$ cat src/design/pitch_kalman_filter_1d_macros.svh
// Assertion macros shared by the pitch estimator RTL.
`ifndef PITCH_KALMAN_FILTER_1D_MACROS_SVH
`define PITCH_KALMAN_FILTER_1D_MACROS_SVH
`define PKF_ASSERT_SAME(label, ante, cons) \
  label: assert property (@(posedge clk) disable iff (!rst_n) (ante) |-> (cons)) \
    else $error("pitch estimator assertion failed");
`define PKF_ASSERT_NEXT(label, ante, cons) \
  label: assert property (@(posedge clk) disable iff (!rst_n) (ante) |=> (cons)) \
    else $error("pitch estimator assertion failed");
`endif

$ cat src/design/pkf_mul.sv
// Sign-magnitude 16.16 multiplier with truncation, two register stages.
module pkf_mul (
  input  logic        clk,
  input  logic        rst_n,
  input  logic        go,
  input  logic [31:0] a,
  input  logic [31:0] b,
  output logic        done,
  output logic [31:0] res
);
  logic v1_r, v2_r;
  logic [31:0] ma_r, mb_r, prod_r;
  logic neg1_r, neg2_r;
  logic [63:0] full;

  assign full = {32'd0, ma_r} * {32'd0, mb_r};
  assign done = v2_r;
  assign res = neg2_r ? (32'd0 - prod_r) : prod_r;

  always_ff @(posedge clk) begin
    if (!rst_n) begin
      v1_r <= 1'b0;
      v2_r <= 1'b0;
    end else begin
      v1_r <= go;
      v2_r <= v1_r;
    end
  end

  always_ff @(posedge clk) begin
    ma_r <= a[31] ? (32'd0 - a) : a;
    mb_r <= b[31] ? (32'd0 - b) : b;
    neg1_r <= a[31] ^ b[31];
    prod_r <= full[47:16];
    neg2_r <= neg1_r;
  end
endmodule

$ cat config.mk
export PLATFORM = sky130hd
export DESIGN_NAME = pkf_mul
export DESIGN_NICKNAME = d
export VERILOG_FILES = /design/src/design/pitch_kalman_filter_1d_macros.svh /design/src/design/pkf_mul.sv
export SDC_FILE = /design/constraint.sdc
export NUM_CORES = 2
export LEC_CHECK = 0
export ABC_CLOCK_PERIOD_IN_PS = 7940
export BUFFER_PORTS_ARGS = -buffer_cell sky130_fd_sc_hd__buf_2
export CAP_MARGIN = 30
export CORE_UTILIZATION = 47
export DETAILED_ROUTE_END_ITERATION = 7
export MAX_ROUTING_LAYER = met4
export PLACE_DENSITY_LB_ADDON = 0.1
export SLEW_MARGIN = 5
export SYNTH_ARGS = -nofsm -noshare
export SYNTH_HDL_FRONTEND = slang
export SYNTH_SLANG_ARGS = --single-unit
$ cat constraint.sdc
create_clock -name clk -period 7.94 [get_ports clk]
set_input_delay 0.397 -clock clk [delete_from_list [all_inputs] [get_ports clk]]
set_output_delay 0.397 -clock clk [all_outputs]
set_load 0.01 [all_outputs]
==> results.toml <==
[clocking]
insertion_delay_ns = 0.41
holdBufCountCts = 0
postCtsSetupRepairBufs = 0
tritoncts_clock_tree = "built"
cts_max_path_buffers = 2
cts-htree-levels = 3
clock_sink_count = 100
clock-root-buffer = "clkbuf_16"
cts_clk_pin_slew_worst_paths_ns = 0.10
cts_buffers = 9

[timing]
report.final.setup_viol = 0
timing.final.hold_violations = 0
hold_slack_ns = 0.166
worst_pin_slew_ns = 0.842
rsz_0062_raised_after_global_routing = "false"
timing.final.crit_share = 0.953
max_freq_mhz = 132
finalClockSkew_ns = 0.0227
final-max-slew-violation-count = 0
time_the_worst_path_needs_with_i_o_delays_and_setup_ns = 7.57
setup_total_negative_slack_ns = 0
maxSlewHeadroom = 0.435

[critical_path]
worst_setup_path_end_kind = "register"
arrival_ns = 7.87
slowest_stage = "fa_1"
critPathTopFamily = "adder cells"
cp.buffers_inverters = 8
timing.critical_path.from_type = "register"
crit_fanout = 15
timing.critical_path.from = "ma_r[8]$_DFF_P_"
critical-path-top-cell-by-count = "fa_1"
crit_type = "reg2reg"
worst_ep_required_time_ns = 8.24
worst_r2r_startpoint = "ma_r[8]$_DFF_P_"
crit_path_max_incr_delay_ns = 0.56

[global_routing]
grt_pass1_wl_um = 140000
globalRouteTotalUtil = 0.286
antenna_found_initial = 2
grt_pass1_vias = 25200
gr-total-overflow = 0
pin_count_of_the_biggest_net_entering_global_routing = 34

[final_layout]
layout.cells.most_common = "inv_1"
syn_to_final_growth_pct = 7.69
design.final.nets = 4461
most-common-layout-cells = "795 x inv_1, 778 x fa_1, 487 x and2_1, 476 x nand2_1, 176 x ha_1"
layout-drive-gt1-share = 0.0752
fillerInstances = 6203

[worst_hold_path]
hp-start = "b[0]"
hp-class = "in2reg"

[detailed_routing]
drtIter0Drc = 1128
detail_route.first_pass.iterations = 5
avgRoutedWirePerCell_um = 20.2
number_of_vias_per_cell = 5.10
total_number_of_vias = 22000
postRouteAntennaNets = 0
detail_route.wirelength_um = 86900
drc = 0

[yosys]
synth.distinct_cells = 49
postSynthNetCount = 4408
ys_seq_elements = 100
synth-async-reset-ratio = 0
synth_ff_type = "dfxtp_1"
number_of_flops_mapped_to_enable_cells_by_yosys = 0
syn-mean-instance-area_um2 = 9.21
synth.yosys.seq_area_share = 0.0642
synth_cells = 3387
yosys_warnings = 0
syn-cell-area_mm2 = 0.0312

[floorplanning]
core_area_mm2 = 0.0657
fp.dieH_um = 260
floorplan.die_area_mm2 = 0.0674
rows = 94
design.portCount = 100
initial_core_util = 0.474
die_width_um = 260

[place]
finalWeightedCongestion = 0.904
place.detailed.hpwl_um = 72500
port_buffers = 99

[run_status]
status = "finished, final reports clean"

[flow_run]
max_cap_viol_count = 0
synthesized netlist by cell type (all sizes together), types with 19 or more instances:
cell type,count,area (um^2)
inv,795,2980
fa,778,15600
and2,487,3050
nand2,476,1790
clkbuf,176,661
ha,176,2200
xnor2,125,1090
dfxtp,100,2000
o21ai,45,225
a21oi,29,145
o31ai,27,208
xor2,26,228
or3,19,134
worst register-to-register path, delay by kind of cell, from the launching register on:
| kind | cells | cell delay (ns) |
|---|---|---|
| adder cells (fa/ha/maj) | 9 | 4.37 |
| buffers and inverters | 8 | 0.74 |
| AND/OR/NAND/NOR | 7 | 1.24 |
| flip-flops | 1 | 0.41 |
| XOR/XNOR | 1 | 0.13 |
| AO/OA/AOI/OAI | 3 | 0.59 |
metal layers:
layer,wire [um],vias to the layer above,GRT usage
met5,0,-,-
met4,3430,0,0.105
met3,4310,130,0.0413
met2,44600,560,0.498
met1,34500,11500,0.334
li1,-,9841,-
sequential cells by signal, indices dropped and copies added (netlist names):
name    cells
done        1
ma_r       32
mb_r       32
neg1_r      1
neg2_r      1
prod_r     32
v1_r        1
per-stage QoR:
stage               cells  setup slack (ns)  cell area (um^2)  utilization
floorplan            3387             0.746             31200            -
global placement     4293           -0.0287             33200        0.505
detailed placement   4293           -0.0662             33200        0.505
CTS                  4309            0.0813             33600        0.510
global route         4309            0.0391             33600        0.511
finish               4310             0.370             33600        0.511
final timing paths:
| path | slack (ns) | cells after the start | to |
|---|---|---|---|
| max reg2reg | 0.37 | 28 | prod_r[31]$_DFF_P_ |
| min | 0.17 | 1 | mb_r[0]$_DFF_P_ |
| max | 0.37 | 28 | prod_r[31]$_DFF_P_ |
| min reg2reg | 0.34 | 0 | neg2_r$_DFF_P_ |
cells by family after synthesis:
| family | count (synthesis) | share of synthesized area |
|---|---|---|
| XOR/XNOR | 151 | 0.0424 |
| AND/OR/NAND/NOR | 1061 | 0.175 |
| buffers and inverters | 973 | 0.117 |
| flip-flops | 100 | 0.0642 |
| adder cells (fa/ha/maj) | 954 | 0.570 |
| AO/OA/AOI/OAI | 148 | 0.0310 |
area by class of cell:
class	count	area [um^2]	share of cell area
timing repair buffer	220	1630	0.0485
inverter	795	2980	0.0888
tap	864	1080	0.0322
clock inverter	7	103	0.00305
clock buffer	9	225	0.00670
sequential	100	2020	0.0601
multi-input combinational	2314	25500	0.761
antenna	1	2.50	0.0000745
timing repair:
item | 4_1_cts | 5_1_grt
pin swaps | 0 | 0
resized for setup | 1 | 15
setup endpoints to repair | 3 | 10
Power is not shown: default switching activity piles up to over one toggle a cycle in this logic, so the estimate is an artifact.
