File: src/design/pitch_kalman_filter_1d_macros.svh
// Assertion macros shared by the pitch estimator RTL.
`ifndef PITCH_KALMAN_FILTER_1D_MACROS_SVH
`define PITCH_KALMAN_FILTER_1D_MACROS_SVH
`define PKF_ASSERT_SAME(label, ante, cons) \
  label: assert property (@(posedge clk) disable iff (!rst_n) (ante) |-> (cons)) \
    else $error("pitch estimator assertion failed");
`define PKF_ASSERT_NEXT(label, ante, cons) \
  label: assert property (@(posedge clk) disable iff (!rst_n) (ante) |=> (cons)) \
    else $error("pitch estimator assertion failed");
`endif

File: src/design/pkf_div.sv
// Bit-serial signed divider, truncating, 40-bit dividend by 32-bit divisor.
module pkf_div (
  input  logic        clk,
  input  logic        rst_n,
  input  logic        go,
  input  logic [39:0] num,
  input  logic [31:0] den,
  output logic        done,
  output logic [39:0] quo,
  output logic [31:0] rem
);
  localparam logic [5:0] DIV_LAST = 6'd39;

  logic busy_r, done_r;
  logic [5:0] cnt_r;
  logic [39:0] nm_r, qm_r;
  logic [31:0] dm_r, rm_r;
  logic sq_r, sr_r;
  logic [32:0] sh;
  logic fits;

  assign sh = {rm_r, nm_r[39]};
  assign fits = (sh >= {1'b0, dm_r});
  assign done = done_r;
  assign quo = sq_r ? (40'd0 - qm_r) : qm_r;
  assign rem = sr_r ? (32'd0 - rm_r) : rm_r;

  always_ff @(posedge clk) begin
    if (!rst_n) begin
      busy_r <= 1'b0;
      done_r <= 1'b0;
    end else begin
      done_r <= busy_r && (cnt_r == DIV_LAST);
      if (go) begin
        busy_r <= 1'b1;
      end else if (cnt_r == DIV_LAST) begin
        busy_r <= 1'b0;
      end
    end
  end

  always_ff @(posedge clk) begin
    if (go) begin
      nm_r <= num[39] ? (40'd0 - num) : num;
      dm_r <= den[31] ? (32'd0 - den) : den;
      sq_r <= num[39] ^ den[31];
      sr_r <= num[39];
      rm_r <= 32'd0;
      qm_r <= 40'd0;
      cnt_r <= 6'd0;
    end else if (busy_r) begin
      rm_r <= fits ? 32'(sh - {1'b0, dm_r}) : sh[31:0];
      qm_r <= {qm_r[38:0], fits};
      nm_r <= {nm_r[38:0], 1'b0};
      cnt_r <= cnt_r + 6'd1;
    end
  end
endmodule

File: config.mk
export PLATFORM = sky130hd
export DESIGN_NAME = pkf_div
export DESIGN_NICKNAME = d
export VERILOG_FILES = /design/src/design/pitch_kalman_filter_1d_macros.svh /design/src/design/pkf_div.sv
export SDC_FILE = /design/constraint.sdc
export NUM_CORES = 1
export LEC_CHECK = 0
export BUFFER_PORTS_ARGS = -buffer_cell sky130_fd_sc_hd__buf_2
export CORE_AREA = 4 4 137 139
export CTS_BUF_LIST = sky130_fd_sc_hd__clkbuf_8
export CTS_CLUSTER_SIZE = 28
export DETAILED_ROUTE_END_ITERATION = 7
export DIE_AREA = 0 0 141 143
export PLACE_DENSITY_LB_ADDON = 0.1
export SLEW_MARGIN = 20
export SYNTH_ARGS = -nofsm -noshare
export SYNTH_HDL_FRONTEND = slang
export SYNTH_SLANG_ARGS = --single-unit
File: constraint.sdc
create_clock -name clk -period 3.4 [get_ports clk]
set_input_delay 0.17 -clock clk [delete_from_list [all_inputs] [get_ports clk]]
set_output_delay 0.17 -clock clk [all_outputs]
set_load 0.05 [all_outputs]
==> flow_metrics.tcl <==
set metrics [dict create \
    portBuffers 147 \
    syn-cell-area_sq_um 10400 \
    critPathLaunchType "register" \
    period_minus_slack_ns 3.461 \
    r2r_start "dm_r[1]" \
    pin_count 148 \
    first_pass_iters 5 \
    powerDensity_nw_per_um2 429.9 \
    clock_path_buffers 2 \
    pre_cts_ws_ns 0.1695 \
    insertion_delay_ns 0.47 \
    synth_seq_area_share_pct 36.78 \
    setup_viol 2 \
    grt_pass1_wl_mm 40.93 \
    route.detailed.wl_per_inst_um 16.23 \
    hold_viol 0 \
    finalWorstSetupSlack_ns -0.06125 \
    critPathMaxFanout 3 \
    relSlewSlack_pct 39.09 \
    p_leak_nw 5.071 \
    layout.cells.non_filler 1566 \
    whs_ns 0.01468 \
    grt_use_total_pct 24.69 \
    die_w_um 141 \
    drc 0 \
    worstPathCellList "or4_4 > or3_4 > or3_4 > or2_4 > or3_4 > o31ai_4 > xnor2_1 > buf_4" \
    yosys.area.top_type "edfxtp_1" \
    core_sq_um 17660 \
    holdCritStartpoint "den[16]" \
    clkTransAtPathRegs_ns 0.09 \
    seq_area_sq_um 3846 \
    worstPathArrival_ns 3.29 \
    multi_input_area_sq_um 6271 \
    fin_crit_sh_pct 101.8 \
    yosysTopAreaCellShare_pct 21.37 \
    vias 9048 \
    end_kind "output pin" \
    violations "negative setup slack" \
    critPathLaunch "qm_r[26]" \
    outcome "finished, violations left" \
    cpMostUsedCell "or3_4" \
    worstPathRequired_ns 3.23 \
    cts-root-buf "clkbuf_8" \
    synth-seq-cells 154 \
    die_height_um 143 \
    cts_buffers 17 \
    dp_cells 1522 \
    syn_nets 1300 \
    slew_violations 0 \
    yosys.cell_types.count 66 \
    synth_edf_count 74 \
    finalNetCount 1437 \
    min_path_type "input port to register" \
    grt_pass1_vias 8434 \
    crit_type "register to output pin" \
    ir_drop_mv 0.3830 \
    clock_sinks 154 \
    antenna_left 0 \
    slowest_delay_ns 0.54 \
    synthArstFlopShare_pct 0 \
    synth_warnings 0 \
    stdcell_area_sq_um 12080 \
    dp_hpwl_mm 17.90 \
    max_freq_ghz 0.2889 \
    finalWirelength_mm 25.41 \
    synth_cells 1187 \
    rsz0062_at_grt "yes" \
    slowest_stage "or4_4" \
    fin_util_pct 68.42 \
    viasPerCell 5.778 \
    fillers 1492 \
    rows 49 \
    grt-ovfl-total 0 \
    start_util_pct 58.88 \
    p_total_mw 5.194 \
    initialDrtViolationCount 562 \
    antenna_found_initial 0 \
    ys.flop_type "dfxtp_1" \
    clock_skew_ns 0.01600 \
    cts_tree "built" \
    drv_cap 0 \
    placed_cell_area_sq_um 11390 \
    synth.area.top_cells "edfxtp_1 21%, dfxtp_1 15%, xnor2_1 8.6%" \
    grt_max_degree 141 \
    worstMarginPinSlew_ns 0.9103 \
    die_area_sq_um 20160 \
    gp_congestion 0.9223 \
    setup-tns-final_ns -0.1019 \
    antenna_cells 0 \
    area_growth_pct 16.20 \
    drive_gt1_share_pct 19.90 \
    htreeDepth 4 \
    syn_avg_cell_area_sq_um 8.758 \
]
[worst max-delay path, delay by kind of cell, from the launching register on]
kind | cells | cell delay [ns]
flops | 1 | 0.35
xor+xnor | 1 | 0.14
buf+inv | 1 | 0.21
compound gates | 1 | 0.20
simple gates | 5 | 1.93
[where the power goes]
group,switching [mW],total [mW],internal (mW),leakage [nW]
combinational,1.06,1.60,0.536,3.50
sequential,0.0779,2.16,2.08,1.38
clock,0.767,1.43,0.665,0.187
[cell usage after synthesis (5+ instances only)]
library cell / instances
nor2_1: 126
nand2_1: 116
xnor2_1: 102
dfxtp_1: 80
a21oi_1: 74
edfxtp_1: 74
xor2_1: 66
o21ai_0: 65
clkbuf_1: 56
inv_1: 53
mux2i_1: 41
ha_1: 37
o31ai_1: 32
nand3_1: 22
o41ai_1: 19
a311oi_1: 17
or3_1: 16
or4_1: 15
a21o_1: 12
nand4_1: 11
a32oi_1: 9
nor2b_1: 9
nor3_1: 9
a31oi_1: 7
buf_1: 7
nor4_1: 7
o21a_1: 7
or2_2: 7
and3_1: 6
nand2b_1: 6
or4_4: 6
o21bai_1: 5
[path summary, 6_finish.rpt]
path | slack (ns) | end | cells past startpoint
max | -0.06 | quo[37] | 8
min | 0.01 | dm_r[16] | 2
max reg2reg | 0.24 | rm_r[3] | 12
min reg2reg | 0.50 | done | 2
[kinds of logic after synthesis]
group,count (synthesis),synth area share (%)
compound gates,287,18.37
buf+inv,118,4.333
simple gates,377,17.34
flops,154,36.78
mux,45,4.381
fa+ha+maj,38,4.646
xor+xnor,168,14.15
[cell type report]
| class | count | area share, % |
|---|---|---|
| inverters | 53 | 1.647 |
| flip-flops and latches | 154 | 31.84 |
| clock inverters | 15 | 1.367 |
| multi-input cells | 915 | 51.91 |
| well taps | 229 | 2.372 |
| clock buffers | 17 | 1.937 |
| repair buffers | 183 | 8.928 |
[flip-flops by register name (all words and copies together) (netlist names)]
| register | flops |
|---|---|
| rm_r | 32 |
| cnt_r | 6 |
| dm_r | 32 |
| sr_r | 1 |
| sq_r | 1 |
| done | 1 |
| busy_r | 1 |
| nm_r | 40 |
| qm_r | 40 |
[timing repair]
action | CTS | global route
resized for setup | 31 | 18
hold buffers | 6 | 0
cloned | 0 | 0
pin swaps | 9 | 7
setup endpoints to repair | 10 | 35
endpoints found under the hold margin | 7 | 0
setup buffers | 5 | 1
[layout by cell type, fill, tap and decap left out, types with 22 or more instances in the layout]
cell	synthesis	final
buf_2	0	137
nor2_1	126	126
nand2_1	116	116
xnor2_1	102	102
edfxtp_1	74	74
a21oi_1	74	73
dfxtp_1	80	72
xor2_1	66	66
o21ai_0	65	62
inv_1	53	53
mux2i_1	41	41
ha_1	37	37
buf_4	2	34
o31ai_1	32	30
nand3_1	22	22
[per-layer routing]
| layer | GRT usage, % | up-vias | part of all wire (%) |
|---|---|---|---|
| met5 | 0 | - | 0 |
| met1 | 35.13 | 4216 | 47 |
| met4 | 7.496 | 0 | 1.7 |
| met3 | 3.751 | 30 | 5.2 |
| li1 | - | 4544 | - |
| met2 | 39.16 | 258 | 46 |
Power figures use the tool's default switching activity.
