===== config.mk =====
export PLATFORM = sky130hd
export DESIGN_NAME = pkf_queue
export DESIGN_NICKNAME = d
export VERILOG_FILES = /design/src/design/pitch_kalman_filter_1d_macros.svh /design/src/design/pkf_pkg.sv /design/src/design/pkf_queue.sv
export SDC_FILE = /design/constraint.sdc
export NUM_CORES = 1
export LEC_CHECK = 0
export BUFFER_PORTS_ARGS = -buffer_cell sky130_fd_sc_hd__buf_2
export CORE_ASPECT_RATIO = 1.25
export CORE_MARGIN = 5
export CORE_UTILIZATION = 52
export DETAILED_ROUTE_END_ITERATION = 10
export MAX_ROUTING_LAYER = met4
export PLACE_DENSITY = 0.79
export RECOVER_POWER = 50
export SLEW_MARGIN = 20
export SYNTH_ARGS = -nofsm -noshare
export SYNTH_HDL_FRONTEND = slang
export SYNTH_SLANG_ARGS = --single-unit

===== constraint.sdc =====
create_clock -name clk -period 6.86 [get_ports clk]
set_input_delay 2.058 -clock clk [delete_from_list [all_inputs] [get_ports clk]]
set_output_delay 2.058 -clock clk [all_outputs]
set_load 0.03 [all_outputs]

===== src/design/pitch_kalman_filter_1d_macros.svh =====
// Assertion macros shared by the pitch estimator RTL.
`ifndef PITCH_KALMAN_FILTER_1D_MACROS_SVH
`define PITCH_KALMAN_FILTER_1D_MACROS_SVH
`define PKF_ASSERT_SAME(label, ante, cons) \
  label: assert property (@(posedge clk) disable iff (!rst_n) (ante) |-> (cons)) \
    else $error("pitch estimator assertion failed");
`define PKF_ASSERT_NEXT(label, ante, cons) \
  label: assert property (@(posedge clk) disable iff (!rst_n) (ante) |=> (cons)) \
    else $error("pitch estimator assertion failed");
`endif


===== src/design/pkf_pkg.sv =====
// Types, constants and tables of the pitch estimator.
package pkf_pkg;
  localparam int CORDIC_STEPS = 16;
  localparam int CORDIC_N = (CORDIC_STEPS < 24) ? CORDIC_STEPS : 24;
  localparam logic [4:0] CORDIC_LAST = 5'(CORDIC_N);

  localparam logic [31:0] ANGLE_RESET = 32'd4547;
  localparam logic [31:0] COV_RESET = 32'd655360;
  localparam logic [31:0] ONE_FX = 32'd65536;
  localparam logic [31:0] HALF_PI_FX = 32'd102944;
  localparam logic [15:0] DT_RESET = 16'd2185;
  localparam logic [15:0] Q_RESET = 16'd66;
  localparam logic [24:0] R_RESET = 25'd65536;

  localparam logic [1:0] CFG_STEP_TIME = 2'd0;
  localparam logic [1:0] CFG_PROCESS_NOISE = 2'd1;
  localparam logic [1:0] CFG_MEASURE_NOISE = 2'd2;

  typedef struct packed {
    logic [15:0] step_time;
    logic [15:0] process_noise;
    logic [24:0] measure_noise;
  } cfg_t;

  typedef struct packed {
    logic signed [31:0] gyro_rate;
    logic signed [20:0] accel_x;
    logic signed [20:0] accel_y;
    logic corr;
  } item_t;

  typedef struct packed {
    logic full;
    logic empty;
  } qstat_t;

  function automatic logic [31:0] atan_entry(input logic [4:0] i);
    logic [31:0] v;
    unique case (i)
      5'd0: v = 32'd51472;
      5'd1: v = 32'd30385;
      5'd2: v = 32'd16055;
      5'd3: v = 32'd8150;
      5'd4: v = 32'd4091;
      5'd5: v = 32'd2047;
      5'd6: v = 32'd1024;
      5'd7: v = 32'd512;
      5'd8: v = 32'd256;
      5'd9: v = 32'd128;
      5'd10: v = 32'd64;
      5'd11: v = 32'd32;
      5'd12: v = 32'd16;
      5'd13: v = 32'd8;
      5'd14: v = 32'd4;
      5'd15: v = 32'd2;
      5'd16: v = 32'd1;
      default: v = 32'd0;
    endcase
    return v;
  endfunction
endpackage


===== src/design/pkf_queue.sv =====
// Two-entry queue between the front end and the back end.
module pkf_queue (
  input  logic            clk,
  input  logic            rst_n,
  input  logic            push,
  input  pkf_pkg::item_t  push_item,
  input  logic            pop,
  output pkf_pkg::item_t  pop_item,
  output pkf_pkg::qstat_t qstat
);
  import pkf_pkg::*;

  item_t mem_r [2];
  logic wr_r, rd_r;
  logic [1:0] cnt_r;

  assign pop_item = mem_r[rd_r];
  assign qstat.full = (cnt_r == 2'd2);
  assign qstat.empty = (cnt_r == 2'd0);

  always_ff @(posedge clk) begin
    if (!rst_n) begin
      wr_r <= 1'b0;
      rd_r <= 1'b0;
      cnt_r <= 2'd0;
    end else begin
      if (push) begin
        wr_r <= !wr_r;
      end
      if (pop) begin
        rd_r <= !rd_r;
      end
      cnt_r <= cnt_r + {1'b0, push} - {1'b0, pop};
    end
  end

  always_ff @(posedge clk) begin
    if (push) begin
      mem_r[wr_r] <= push_item;
    end
  end
endmodule


==> flow_summary.json <==
{
  "postCtsSetupRepairBufs": 0,
  "ys_types": 14,
  "cts.clk_slew.worst_paths_ps": 60,
  "cts.sinks": 155,
  "start_kind": "input pin",
  "worstSetupPathType": "in2reg",
  "final.setup.tns_ps": 0,
  "min_path_type": "reg2reg",
  "cpLargestDelayFamily": "simple AND/OR/NAND/NOR gates",
  "fin_util_pct": 66.4,
  "synthArstFlopShare_pct": 0,
  "max_freq_ghz": 0.193,
  "syn_area_sq_um": 5840,
  "min_period_ps": 5180,
  "worstPathCellList": "clkbuf_1, nor2b_1, buf_4",
  "rows": 43,
  "outcome": "finished, violations left",
  "antenna_found_initial": 2,
  "fillers": 753,
  "synthesis.nets": 335,
  "core_area_sq_um": 11000,
  "leakage_nw": 2.79,
  "detail_route.first_pass.iterations": 4,
  "routed_wl_mm": 10.0,
  "p_int_mw": 1.89,
  "clk_latency_ps": 400,
  "drtAntennaViolNets": 0,
  "yosysWarnings": 0,
  "power_mw": 2.44,
  "worstPathArrival_ps": 5210,
  "clockRootBuffer": "clkbuf_16",
  "yosysTopAreaCell": "edfxtp_1",
  "postLayoutCellArea_sq_um": 7320,
  "slowest_stage": "nor2b_1",
  "hpwl_mm": 6.70,
  "combPwrFrac_pct": 12.3,
  "holdWs_ps": 578,
  "drive_gt1_share_pct": 49.7,
  "finalMaxSlewViolations": 111,
  "die_h_um": 128,
  "power_frac_seq_pct": 45.9,
  "cp_slowest_stage_delay_ps": 2200,
  "wl_per_cell_um": 17.6,
  "syn_to_final_growth_pct": 25.4,
  "finalSetupViolCount": 0,
  "syn_inst": 254,
  "cp_num_buf_inv": 2,
  "die_area_sq_um": 13500,
  "tightest_slew_ps": 3380,
  "required_ps": 6900,
  "rsz0062_at_grt": "no",
  "synth_seq_cells": 155,
  "place.gp.congestion": 0.700,
  "via_count": 2823,
  "start_util_pct": 52.9,
  "synthFlopType": "edfxtp_1",
  "final_hold_viol_count": 0,
  "htree_levels": 4,
  "numCtsBuffers": 17,
  "globalRouteOverflowTotal": 0,
  "worst_slack_ps": 1680,
  "placed_area_sq_um": 6740,
  "synth_area_leaders": "edfxtp_1 77%, mux2_4 13%, mux2_2 4.8%",
  "synth_edf_count": 150,
  "multi_input_area_sq_um": 1150,
  "grtUsageTotal_pct": 15.4,
  "drc_errors": 0,
  "cts_tree": "yes",
  "grt_pass1_wl_mm": 15.3,
  "fin_cells": 570,
  "power.switching_uw": 543,
  "regArea_sq_um": 4610,
  "cp-end-kind": "flip-flop",
  "grt_max_degree": 76,
  "placed_cells": 538,
  "switching_share_pct": 22.3,
  "p_per_area_nw_per_um2": 333,
  "cap_viol_max_count": 2,
  "vias_per_cell": 4.95,
  "io_pins": 156,
  "postCtsResizedCells": 0,
  "final_nets": 503,
  "die_w_um": 105,
  "port_buffers": 155,
  "drt_first_iter_violations": 122,
  "violations": "max-capacitance violations, max-slew violations",
  "avgSynthCellArea_sq_um": 23.0,
  "grt_pass1_vias": 3005,
  "synthDominantCellAreaShare_pct": 77.1,
  "cp_max_fo": 43,
  "period_share_pct": 75.5,
  "relSlewSlack_pct": -125,
  "peakVddDrop_mv": 0.269,
  "hold_buffers": 0,
  "clockPowerShare_pct": 41.8,
  "dp_slack_ps": 2780,
  "seq_area_frac_synth_pct": 78.9,
  "finalClockSkew_ps": 5.58,
  "netlist_top_cells_count": "150 x edfxtp_1, 50 x mux2_4, 25 x mux2_2",
  "clock_path_buffers": 2,
  "synth_most_common_cell": "edfxtp_1"
}
-- cell type report --
type                    count  area share [%]
diodes                      2          0.0683
clock buffers              18            5.86
clock inverters            12            3.02
inverters                   2           0.103
multi-input cells          89            15.7
flip-flops and latches    155            62.9
well taps                 135            2.31
repair buffers            157            10.0
-- cells by family after synthesis --
family	after synthesis	synth area share (%)
AO/OA/AOI/OAI	1	0.129
XOR/XNOR	2	0.536
adder cells (fa/ha/maj)	2	0.428
buffers and inverters	10	1.46
flip-flops	155	78.9
multiplexers	75	17.7
AND/OR/NAND/NOR	9	0.921
-- worst min-delay path, stage by stage (launching register included) --
cell and delay, ps:
dfxtp_1 330, xor2_1 70, and2_1 140
-- power groups by stage --
stage               Combinational [mW]  Sequential, mW  Clock, mW
global placement                 0.302            1.13          0
global route                     0.316            1.13       1.08
CTS                              0.308            1.12       1.03
floorplan                        0.231            1.13          0
finish                           0.299            1.12       1.02
detailed placement               0.307            1.14          0
-- final timing paths --
kind / end / cells after the start / slack, ps / from
worst max register to register: mem_r[0][15]$_DFFE_PP_ / 2 / 3200 / wr_r$_SDFFE_PN0P_
worst min register to register: flip-flop / 2 / 580 / rd_r$_SDFFE_PN0P_
worst min-delay path: flip-flop / 2 / 580 / rd_r$_SDFFE_PN0P_
worst max-delay path: mem_r[0][15]$_DFFE_PP_ / 3 / 1680 / push
-- placed cells by master, fill, tap and decap left out, types with 2 or more instances in the layout --
cell type     n
and2_1        3
buf_2       109
buf_4         2
bufinv_16     6
clkbuf_1     47
clkbuf_16    17
clkinvlp_4    2
dfxtp_1       4
diode_2       2
edfxtp_1    150
ha_1          2
inv_1         2
mux2_2       25
mux2_4       50
nor2b_1       4
-- sequential cells by signal, summed over array words and instances (netlist names), named ones only --
signal / flops
mem_r: 150
cnt_r: 2
rd_r: 1
wr_r: 1
-- layer usage --
metal,part of all wire (%),wire [um],vias to the layer above,global-route usage (%)
met4,1.1,109,0,5.87
met2,55,5500,92,26.7
met3,7.0,705,11,5.37
met5,0,0,-,-
met1,37,3730,1382,16.1
li1,-,-,1338,-
Note: power is estimated with default switching activity, not from simulation.
