File: src/design/pitch_kalman_filter_1d_macros.svh
// Assertion macros shared by the pitch estimator RTL.
`ifndef PITCH_KALMAN_FILTER_1D_MACROS_SVH
`define PITCH_KALMAN_FILTER_1D_MACROS_SVH
`define PKF_ASSERT_SAME(label, ante, cons) \
  label: assert property (@(posedge clk) disable iff (!rst_n) (ante) |-> (cons)) \
    else $error("pitch estimator assertion failed");
`define PKF_ASSERT_NEXT(label, ante, cons) \
  label: assert property (@(posedge clk) disable iff (!rst_n) (ante) |=> (cons)) \
    else $error("pitch estimator assertion failed");
`endif

File: src/design/pkf_pkg.sv
// Types, constants and tables of the pitch estimator.
package pkf_pkg;
  localparam int CORDIC_STEPS = 16;
  localparam int CORDIC_N = (CORDIC_STEPS < 24) ? CORDIC_STEPS : 24;
  localparam logic [4:0] CORDIC_LAST = 5'(CORDIC_N);

  localparam logic [31:0] ANGLE_RESET = 32'd4547;
  localparam logic [31:0] COV_RESET = 32'd655360;
  localparam logic [31:0] ONE_FX = 32'd65536;
  localparam logic [31:0] HALF_PI_FX = 32'd102944;
  localparam logic [15:0] DT_RESET = 16'd2185;
  localparam logic [15:0] Q_RESET = 16'd66;
  localparam logic [24:0] R_RESET = 25'd65536;

  localparam logic [1:0] CFG_STEP_TIME = 2'd0;
  localparam logic [1:0] CFG_PROCESS_NOISE = 2'd1;
  localparam logic [1:0] CFG_MEASURE_NOISE = 2'd2;

  typedef struct packed {
    logic [15:0] step_time;
    logic [15:0] process_noise;
    logic [24:0] measure_noise;
  } cfg_t;

  typedef struct packed {
    logic signed [31:0] gyro_rate;
    logic signed [20:0] accel_x;
    logic signed [20:0] accel_y;
    logic corr;
  } item_t;

  typedef struct packed {
    logic full;
    logic empty;
  } qstat_t;

  function automatic logic [31:0] atan_entry(input logic [4:0] i);
    logic [31:0] v;
    unique case (i)
      5'd0: v = 32'd51472;
      5'd1: v = 32'd30385;
      5'd2: v = 32'd16055;
      5'd3: v = 32'd8150;
      5'd4: v = 32'd4091;
      5'd5: v = 32'd2047;
      5'd6: v = 32'd1024;
      5'd7: v = 32'd512;
      5'd8: v = 32'd256;
      5'd9: v = 32'd128;
      5'd10: v = 32'd64;
      5'd11: v = 32'd32;
      5'd12: v = 32'd16;
      5'd13: v = 32'd8;
      5'd14: v = 32'd4;
      5'd15: v = 32'd2;
      5'd16: v = 32'd1;
      default: v = 32'd0;
    endcase
    return v;
  endfunction
endpackage

File: src/design/pkf_back.sv
// Back end: prediction, CORDIC angle, gain and covariance update sequencer.
module pkf_back (
  input  logic               clk,
  input  logic               rst_n,
  input  pkf_pkg::cfg_t      cfg,
  input  pkf_pkg::qstat_t    qstat,
  output logic               pop,
  input  pkf_pkg::item_t     pop_item,
  output logic               out_valid,
  input  logic               out_ready,
  output logic signed [31:0] out_pitch_estimate,
  output logic               out_corrected,
  output logic               mul_go,
  output logic [31:0]        mul_a,
  output logic [31:0]        mul_b,
  input  logic               mul_done,
  input  logic [31:0]        mul_res,
  output logic               div_go,
  output logic [39:0]        div_num,
  output logic [31:0]        div_den,
  input  logic               div_done,
  input  logic [39:0]        div_quo,
  input  logic [31:0]        div_rem
);
  import pkf_pkg::*;

  typedef enum logic [5:0] {
    ST_IDLE   = 6'b000001,
    ST_MUL    = 6'b000010,
    ST_CORDIC = 6'b000100,
    ST_DIVQ   = 6'b001000,
    ST_DIVF   = 6'b010000,
    ST_OUT    = 6'b100000
  } bst_t;

  localparam logic [2:0] PH_Q = 3'd0;
  localparam logic [2:0] PH_RATE = 3'd1;
  localparam logic [2:0] PH_INNOV = 3'd2;
  localparam logic [2:0] PH_OMK = 3'd3;
  localparam logic [2:0] PH_KK = 3'd4;
  localparam logic [2:0] PH_C1 = 3'd5;
  localparam logic [2:0] PH_C2 = 3'd6;

  bst_t st_r, st_nxt;
  logic [2:0] ph_r, ph_nxt;
  logic mgo_r, mgo_nxt, dgo_r, dgo_nxt;
  logic outv_r, outv_nxt;
  item_t item_r, item_nxt;
  logic [31:0] angle_r, angle_nxt, cov_r, cov_nxt;
  logic [31:0] meas_r, meas_nxt, k_r, k_nxt, m1_r, m1_nxt, m2_r, m2_nxt;
  logic [31:0] c1_r, c1_nxt, rem_r, rem_nxt;
  logic signed [23:0] x_r, x_nxt, y_r, y_nxt;
  logic [31:0] z_r, z_nxt;
  logic [4:0] i_r, i_nxt;
  logic [31:0] outp_r, outp_nxt;
  logic outc_r, outc_nxt;
  logic [31:0] e_val, d_val, omk, r_ext, at;
  logic signed [23:0] x0, y0, dx, dy;

  assign r_ext = {7'd0, cfg.measure_noise};
  assign e_val = cov_r + r_ext;
  assign d_val = 32'($signed(e_val) >>> 8);
  assign omk = ONE_FX - k_r;
  assign x0 = 24'(item_r.accel_x);
  assign y0 = 24'sd0 - 24'(item_r.accel_y);
  assign dx = y_r >>> i_r;
  assign dy = x_r >>> i_r;
  assign at = atan_entry(i_r);

  assign pop = (st_r == ST_IDLE) && !qstat.empty;
  assign mul_go = mgo_r;
  assign div_go = dgo_r;
  assign out_valid = outv_r;
  assign out_pitch_estimate = outp_r;
  assign out_corrected = outc_r;

  always_comb begin
    unique case (ph_r)
      PH_Q: begin
        mul_a = {16'd0, cfg.process_noise};
        mul_b = {16'd0, cfg.step_time};
      end
      PH_RATE: begin
        mul_a = item_r.gyro_rate;
        mul_b = {16'd0, cfg.step_time};
      end
      PH_INNOV: begin
        mul_a = k_r;
        mul_b = meas_r - angle_r;
      end
      PH_OMK: begin
        mul_a = omk;
        mul_b = omk;
      end
      PH_KK: begin
        mul_a = k_r;
        mul_b = k_r;
      end
      PH_C1: begin
        mul_a = cov_r;
        mul_b = m1_r;
      end
      default: begin
        mul_a = r_ext;
        mul_b = m2_r;
      end
    endcase
  end

  always_comb begin
    if (st_r == ST_DIVF) begin
      div_num = {rem_r, 8'd0};
      div_den = d_val;
    end else begin
      div_num = {{8{cov_r[31]}}, cov_r};
      div_den = e_val;
    end
  end

  always_comb begin
    st_nxt = st_r;
    ph_nxt = ph_r;
    mgo_nxt = 1'b0;
    dgo_nxt = 1'b0;
    outv_nxt = outv_r && !out_ready;
    item_nxt = item_r;
    angle_nxt = angle_r;
    cov_nxt = cov_r;
    meas_nxt = meas_r;
    k_nxt = k_r;
    m1_nxt = m1_r;
    m2_nxt = m2_r;
    c1_nxt = c1_r;
    rem_nxt = rem_r;
    x_nxt = x_r;
    y_nxt = y_r;
    z_nxt = z_r;
    i_nxt = i_r;
    outp_nxt = outp_r;
    outc_nxt = outc_r;
    unique case (st_r)
      ST_IDLE: begin
        if (!qstat.empty) begin
          item_nxt = pop_item;
          ph_nxt = PH_Q;
          mgo_nxt = 1'b1;
          st_nxt = ST_MUL;
        end
      end
      ST_MUL: begin
        if (mul_done) begin
          unique case (ph_r)
            PH_Q: begin
              cov_nxt = cov_r + mul_res;
              ph_nxt = PH_RATE;
              mgo_nxt = 1'b1;
            end
            PH_RATE: begin
              angle_nxt = angle_r + mul_res;
              if (item_r.corr) begin
                i_nxt = 5'd0;
                x_nxt = x0;
                y_nxt = y0;
                z_nxt = 32'd0;
                if (x0 == 24'sd0 && y0 == 24'sd0) begin
                  i_nxt = CORDIC_LAST;
                end else if (x0 < 24'sd0) begin
                  if (y0 >= 24'sd0) begin
                    x_nxt = y0;
                    y_nxt = 24'sd0 - x0;
                    z_nxt = HALF_PI_FX;
                  end else begin
                    x_nxt = 24'sd0 - y0;
                    y_nxt = x0;
                    z_nxt = 32'd0 - HALF_PI_FX;
                  end
                end
                st_nxt = ST_CORDIC;
              end else begin
                st_nxt = ST_OUT;
              end
            end
            PH_INNOV: begin
              angle_nxt = angle_r + mul_res;
              ph_nxt = PH_OMK;
              mgo_nxt = 1'b1;
            end
            PH_OMK: begin
              m1_nxt = mul_res;
              ph_nxt = PH_KK;
              mgo_nxt = 1'b1;
            end
            PH_KK: begin
              m2_nxt = mul_res;
              ph_nxt = PH_C1;
              mgo_nxt = 1'b1;
            end
            PH_C1: begin
              c1_nxt = mul_res;
              ph_nxt = PH_C2;
              mgo_nxt = 1'b1;
            end
            default: begin
              cov_nxt = c1_r + mul_res;
              st_nxt = ST_OUT;
            end
          endcase
        end
      end
      ST_CORDIC: begin
        if (i_r == CORDIC_LAST) begin
          meas_nxt = z_r;
          if (e_val == 32'd0) begin
            k_nxt = 32'd0;
            ph_nxt = PH_INNOV;
            mgo_nxt = 1'b1;
            st_nxt = ST_MUL;
          end else begin
            dgo_nxt = 1'b1;
            st_nxt = ST_DIVQ;
          end
        end else begin
          if (!y_r[23]) begin
            x_nxt = x_r + dx;
            y_nxt = y_r - dy;
            z_nxt = z_r + at;
          end else begin
            x_nxt = x_r - dx;
            y_nxt = y_r + dy;
            z_nxt = z_r - at;
          end
          i_nxt = i_r + 5'd1;
        end
      end
      ST_DIVQ: begin
        if (div_done) begin
          k_nxt = {div_quo[15:0], 16'd0};
          rem_nxt = div_rem;
          if (d_val == 32'd0) begin
            ph_nxt = PH_INNOV;
            mgo_nxt = 1'b1;
            st_nxt = ST_MUL;
          end else begin
            dgo_nxt = 1'b1;
            st_nxt = ST_DIVF;
          end
        end
      end
      ST_DIVF: begin
        if (div_done) begin
          k_nxt = k_r + div_quo[31:0];
          ph_nxt = PH_INNOV;
          mgo_nxt = 1'b1;
          st_nxt = ST_MUL;
        end
      end
      ST_OUT: begin
        if (!outv_r || out_ready) begin
          outv_nxt = 1'b1;
          outp_nxt = angle_r;
          outc_nxt = item_r.corr;
          st_nxt = ST_IDLE;
        end
      end
      default: st_nxt = ST_IDLE;
    endcase
  end

  always_ff @(posedge clk) begin
    if (!rst_n) begin
      st_r <= ST_IDLE;
      ph_r <= PH_Q;
      mgo_r <= 1'b0;
      dgo_r <= 1'b0;
      outv_r <= 1'b0;
      angle_r <= ANGLE_RESET;
      cov_r <= COV_RESET;
    end else begin
      st_r <= st_nxt;
      ph_r <= ph_nxt;
      mgo_r <= mgo_nxt;
      dgo_r <= dgo_nxt;
      outv_r <= outv_nxt;
      angle_r <= angle_nxt;
      cov_r <= cov_nxt;
    end
  end

  always_ff @(posedge clk) begin
    item_r <= item_nxt;
    meas_r <= meas_nxt;
    k_r <= k_nxt;
    m1_r <= m1_nxt;
    m2_r <= m2_nxt;
    c1_r <= c1_nxt;
    rem_r <= rem_nxt;
    x_r <= x_nxt;
    y_r <= y_nxt;
    z_r <= z_nxt;
    i_r <= i_nxt;
    outp_r <= outp_nxt;
    outc_r <= outc_nxt;
  end
endmodule

File: config.mk
export PLATFORM = sky130hd
export DESIGN_NAME = pkf_back
export DESIGN_NICKNAME = d
export VERILOG_FILES = /design/src/design/pitch_kalman_filter_1d_macros.svh /design/src/design/pkf_pkg.sv /design/src/design/pkf_back.sv
export SDC_FILE = /design/constraint.sdc
export NUM_CORES = 2
export LEC_CHECK = 0
export BUFFER_PORTS_ARGS = -buffer_cell sky130_fd_sc_hd__buf_2
export CAP_MARGIN = 20
export CORE_UTILIZATION = 30
export CTS_BUF_LIST = sky130_fd_sc_hd__clkbuf_8
export DETAILED_ROUTE_END_ITERATION = 12
export PLACE_DENSITY_LB_ADDON = 0.05
export RECOVER_POWER = 50
export SYNTH_ARGS = -nofsm -noshare
export SYNTH_HDL_FRONTEND = slang
export SYNTH_SLANG_ARGS = --single-unit
File: constraint.sdc
create_clock -name clk -period 14.2 [get_ports clk]
set_clock_uncertainty 0.2 [all_clocks]
set_input_delay 0 -clock clk [delete_from_list [all_inputs] [get_ports clk]]
set_output_delay 0 -clock clk [all_outputs]
set_load 0.01 [all_outputs]
==> results.txt <==
----------------------------------------------------
[Logic synthesis]
  Number of synthesized flops with an enable pin ... 385
  Yosys top cell area share ... 30.4%
  Instance count of the mapped netlist ... 4216
  Post-Synthesis Cell Area ... 38100 um2
  Main synth FF type ... sky130_fd_sc_hd__edfxtp_1
  Mapped Nets ... 4718
  Main area contributors after synthesis ... sky130_fd_sc_hd__edfxtp_1 (30%), sky130_fd_sc_hd__ha_1 (8.2%), sky130_fd_sc_hd__a21oi_1 (5.1%), sky130_fd_sc_hd__dfxtp_1 (4.8%), sky130_fd_sc_hd__nand2_1 (4.5%)
  Register bit count reported by yosys ... 477
  Number of library cell types mapped by synthesis ... 102
  Top cell type by total area after synthesis ... sky130_fd_sc_hd__edfxtp_1
  Mean area per synthesized cell ... approximately 9 um2
  Proportion of register bits with asynchronous set or reset after synthesis ... 0%
  Portion of the post-synthesis area used by sequential elements ... between 30% and 40%
  Total number of yosys warnings ... 0

[Floorplanning]
  Core outline area ... approximately 130000 um2
  Row count ... 130
  DIE HEIGHT ... 358 um
  Die outline area ... 128000 um2
  Number of top-level pins ... 416
  Starting Density ... 30.3%
  Die width ... about 360 um

[Drt]
  Routed vias/inst ... around 5.3
  Initial DRC count ... 2652
  Average wire per cell in the routed design ... about 25 um
  DRC viols ... 0
  Drt total wl ... 165000 um
  Count of TritonRoute iterations in the first routing pass ... 5
  Number of nets with antenna violations after detailed routing ... 0
  Via count of the routed design ... 35433

[Critical path]
  Type of the setup path with the least slack ... flop to flop
  Worst endpoint data arrival time ... 9.07 ns
  CP endpoint kind ... flop
  Element type at the critical path start ... flop
  Req. time, crit path ... 14.39 ns
  Maximum fanout encountered on the critical timing path ... 59

[Final layout]
  Filler-free cell count of the finished design ... 6646
  Post-Route Utilization ... 37.5%
  Post-layout nets ... about 5400
  Area taken by multi-input logic gates ... around 23000 um2
  Commonest cells after routing, fill and taps aside ... sky130_fd_sc_hd__nand2_1 (457), sky130_fd_sc_hd__edfxtp_1 (385), sky130_fd_sc_hd__a21oi_1 (384)
  Most flop-heavy register ... item_r
  Footprint of the flip-flops and latches ... 13400 um2
  Area Growth Syn to Fin ... 23.7%
  Layout cell share with drive strength beyond 1 ... 13.9%
  Max FFs per register ... 75
  Leading cell type in the layout, fill and taps excluded ... sky130_fd_sc_hd__nand2_1
  Layout filler cell count ... around 13000

[STA]
  Summed negative setup slack over all endpoints ... 0 ns
  Post-layout min period ... roughly 8.9 ns
  Count of final max-slew check failures ... 627
  Worst slew margin ... -105%
  Final-report setup violation count ... 0
  Tcrit/Tclk final ... 62.5%
  Actual slew at the worst max-slew pin ... just over 3 ns
  Number of hold-slack violations in the final timing report ... 0
  Setup repair after global routing missed its margin ... false
  Maximum operating frequency ... 113 MHz

[Status]
  Outcome ... complete, but fails checks
  Violations in the final reports ... capacitance limit, slew limit

[Global routing]
  Vias in the first global route ... 34384
  Sum of overflow across all layers after global routing ... 0
  Gr usage total ... 25.1%
  Pin count of the biggest net entering global routing ... 88
  First-pass GRT wire length ... 236000 um
  Antenna violations before repair ... 14

[Clock network]
  TritonCTS clock tree ... yes
  Number of clock sinks ... roughly 480
  Number of buffers inserted during clock tree synthesis ... between 90 and 100
  Total of cells resized after clock tree synthesis ... 0
  Number of H-tree levels ... 3
  Cell chosen for the clock root ... sky130_fd_sc_hd__clkbuf_8
  Worst skew pair latency ... 0.83 ns
  Clock transition at the registers of the reported paths ... 0.06 ns
  Bufs on Longest Clock Path ... 3

[Run]
  Count of max-cap constraint violations ... 14

[Pwr]
  Total power density per cell area ... ~90 nW/um2
  Leakage ... 0.0189 uW
  Largest voltage drop on the vdd net ... 0.0884 mV

[Placement]
  GP Congestion ... 0.914
  Number of placed instances with taps included ... 6114
  Count of input and output buffers ... 406
  Placed wire-length estimate ... approximately 120000 um

[Worst hold path]
  Worst hold path type ... primary input to flop

----------------------------------------------------
==> per-layer routing <==
metal	part of all wire (%)	global-route usage [%]
met5	0.020	0
met4	3.8	9.25
met3	5.1	3.81
met2	49	43.9
met1	42	31.1
==> metrics by stage <==
stage                     setup slack (ns)  total power [uW]  cell area (um2)  hold WS (ns)
after floorplan                       8.53              2270            38100        -0.101
after global placement                6.76              2670            41800       -0.0229
after detailed placement              6.73              2660            41800       -0.0219
after CTS                             6.71              4290            47300       0.00622
after global routing                  4.57              4430            47100        0.0835
final                                 5.32              4240            47100        0.0998
==> critical path: stages (launching register included) <==
cell and delay, ns:
sky130_fd_sc_hd__edfxtp_1 0.32, sky130_fd_sc_hd__clkbuf_1 2.15, sky130_fd_sc_hd__inv_1 0.54, sky130_fd_sc_hd__a31oi_1 0.45, sky130_fd_sc_hd__a211oi_1 0.12, sky130_fd_sc_hd__a311oi_1 0.55, sky130_fd_sc_hd__nand2_1 0.29, sky130_fd_sc_hd__or2_2 0.41
sky130_fd_sc_hd__xnor2_1 0.13, sky130_fd_sc_hd__o311ai_0 0.79, sky130_fd_sc_hd__ha_1 0.41, sky130_fd_sc_hd__a21oi_1 0.28, sky130_fd_sc_hd__o31ai_1 0.13, sky130_fd_sc_hd__a21oi_1 0.25, sky130_fd_sc_hd__a21oi_1 0.17, sky130_fd_sc_hd__a41oi_1 0.38
sky130_fd_sc_hd__a311oi_1 0.17, sky130_fd_sc_hd__a211oi_1 0.34, sky130_fd_sc_hd__nand2_1 0.12, sky130_fd_sc_hd__xnor2_1 0.17, sky130_fd_sc_hd__o32ai_1 0.11
==> kinds of logic after synthesis <==
group / synth area share, %
AND/OR/NAND/NOR: 17.1
AO/OA/AOI/OAI: 20.7
flip-flops: 35.2
buffers and inverters: 3.57
XOR/XNOR: 6.97
adder cells (fa/ha/maj): 8.67
multiplexers: 7.89
==> final timing paths <==
| kind | from | endpoint | slack [ns] | cells past startpoint |
|---|---|---|---|---|
| hold / removal | div_quo[29] | k_r[29]$_DFFE_PP_ | 0.1 | 5 |
| setup / recovery | i_r[1]$_DFFE_PP_ | x_r[20]$_DFFE_PP_ | 5.32 | 20 |
| hold reg to reg | z_r[22]$_DFFE_PP_ | meas_r[22]$_DFFE_PP_ | 0.25 | 0 |
| setup reg to reg | i_r[1]$_DFFE_PP_ | x_r[20]$_DFFE_PP_ | 5.32 | 20 |
==> cell type report <==
| class | instances | area share, % |
|---|---|---|
| clock buffer | 101 | 2.95 |
| multi-input combinational | 3402 | 49.7 |
| inverter | 119 | 0.951 |
| clock inverter | 74 | 1.21 |
| antenna | 9 | 0.0478 |
| sequential | 477 | 28.5 |
| tap | 1650 | 4.38 |
| timing repair buffer | 814 | 12.3 |
==> report_power, final <==
| group | total (uW) | leakage [uW] | internal, uW | switching (uW) |
|---|---|---|---|---|
| clock | 1520 | 0.00109 | 811 | 709 |
| sequential | 1700 | 0.00429 | 1610 | 93.3 |
| combinational | 1020 | 0.0136 | 410 | 606 |
==> cell usage after synthesis (92+ instances only) <==
| cell type | n |
|---|---|
| sky130_fd_sc_hd__xor2_1 | 112 |
| sky130_fd_sc_hd__a21oi_1 | 385 |
| sky130_fd_sc_hd__mux2i_1 | 106 |
| sky130_fd_sc_hd__edfxtp_1 | 385 |
| sky130_fd_sc_hd__inv_1 | 112 |
| sky130_fd_sc_hd__a21o_1 | 127 |
| sky130_fd_sc_hd__nor2_1 | 365 |
| sky130_fd_sc_hd__dfxtp_1 | 92 |
| sky130_fd_sc_hd__ha_1 | 251 |
| sky130_fd_sc_hd__nand2_1 | 458 |
| sky130_fd_sc_hd__o21ai_0 | 285 |
| sky130_fd_sc_hd__xnor2_1 | 191 |
| sky130_fd_sc_hd__clkbuf_1 | 156 |
==> what timing repair did <==
item | CTS | global route
hold buffers | 348 | 0
setup buffers | 0 | 0
hold endpoints to repair | 449 | 0
(Power assumes the default switching activity.)
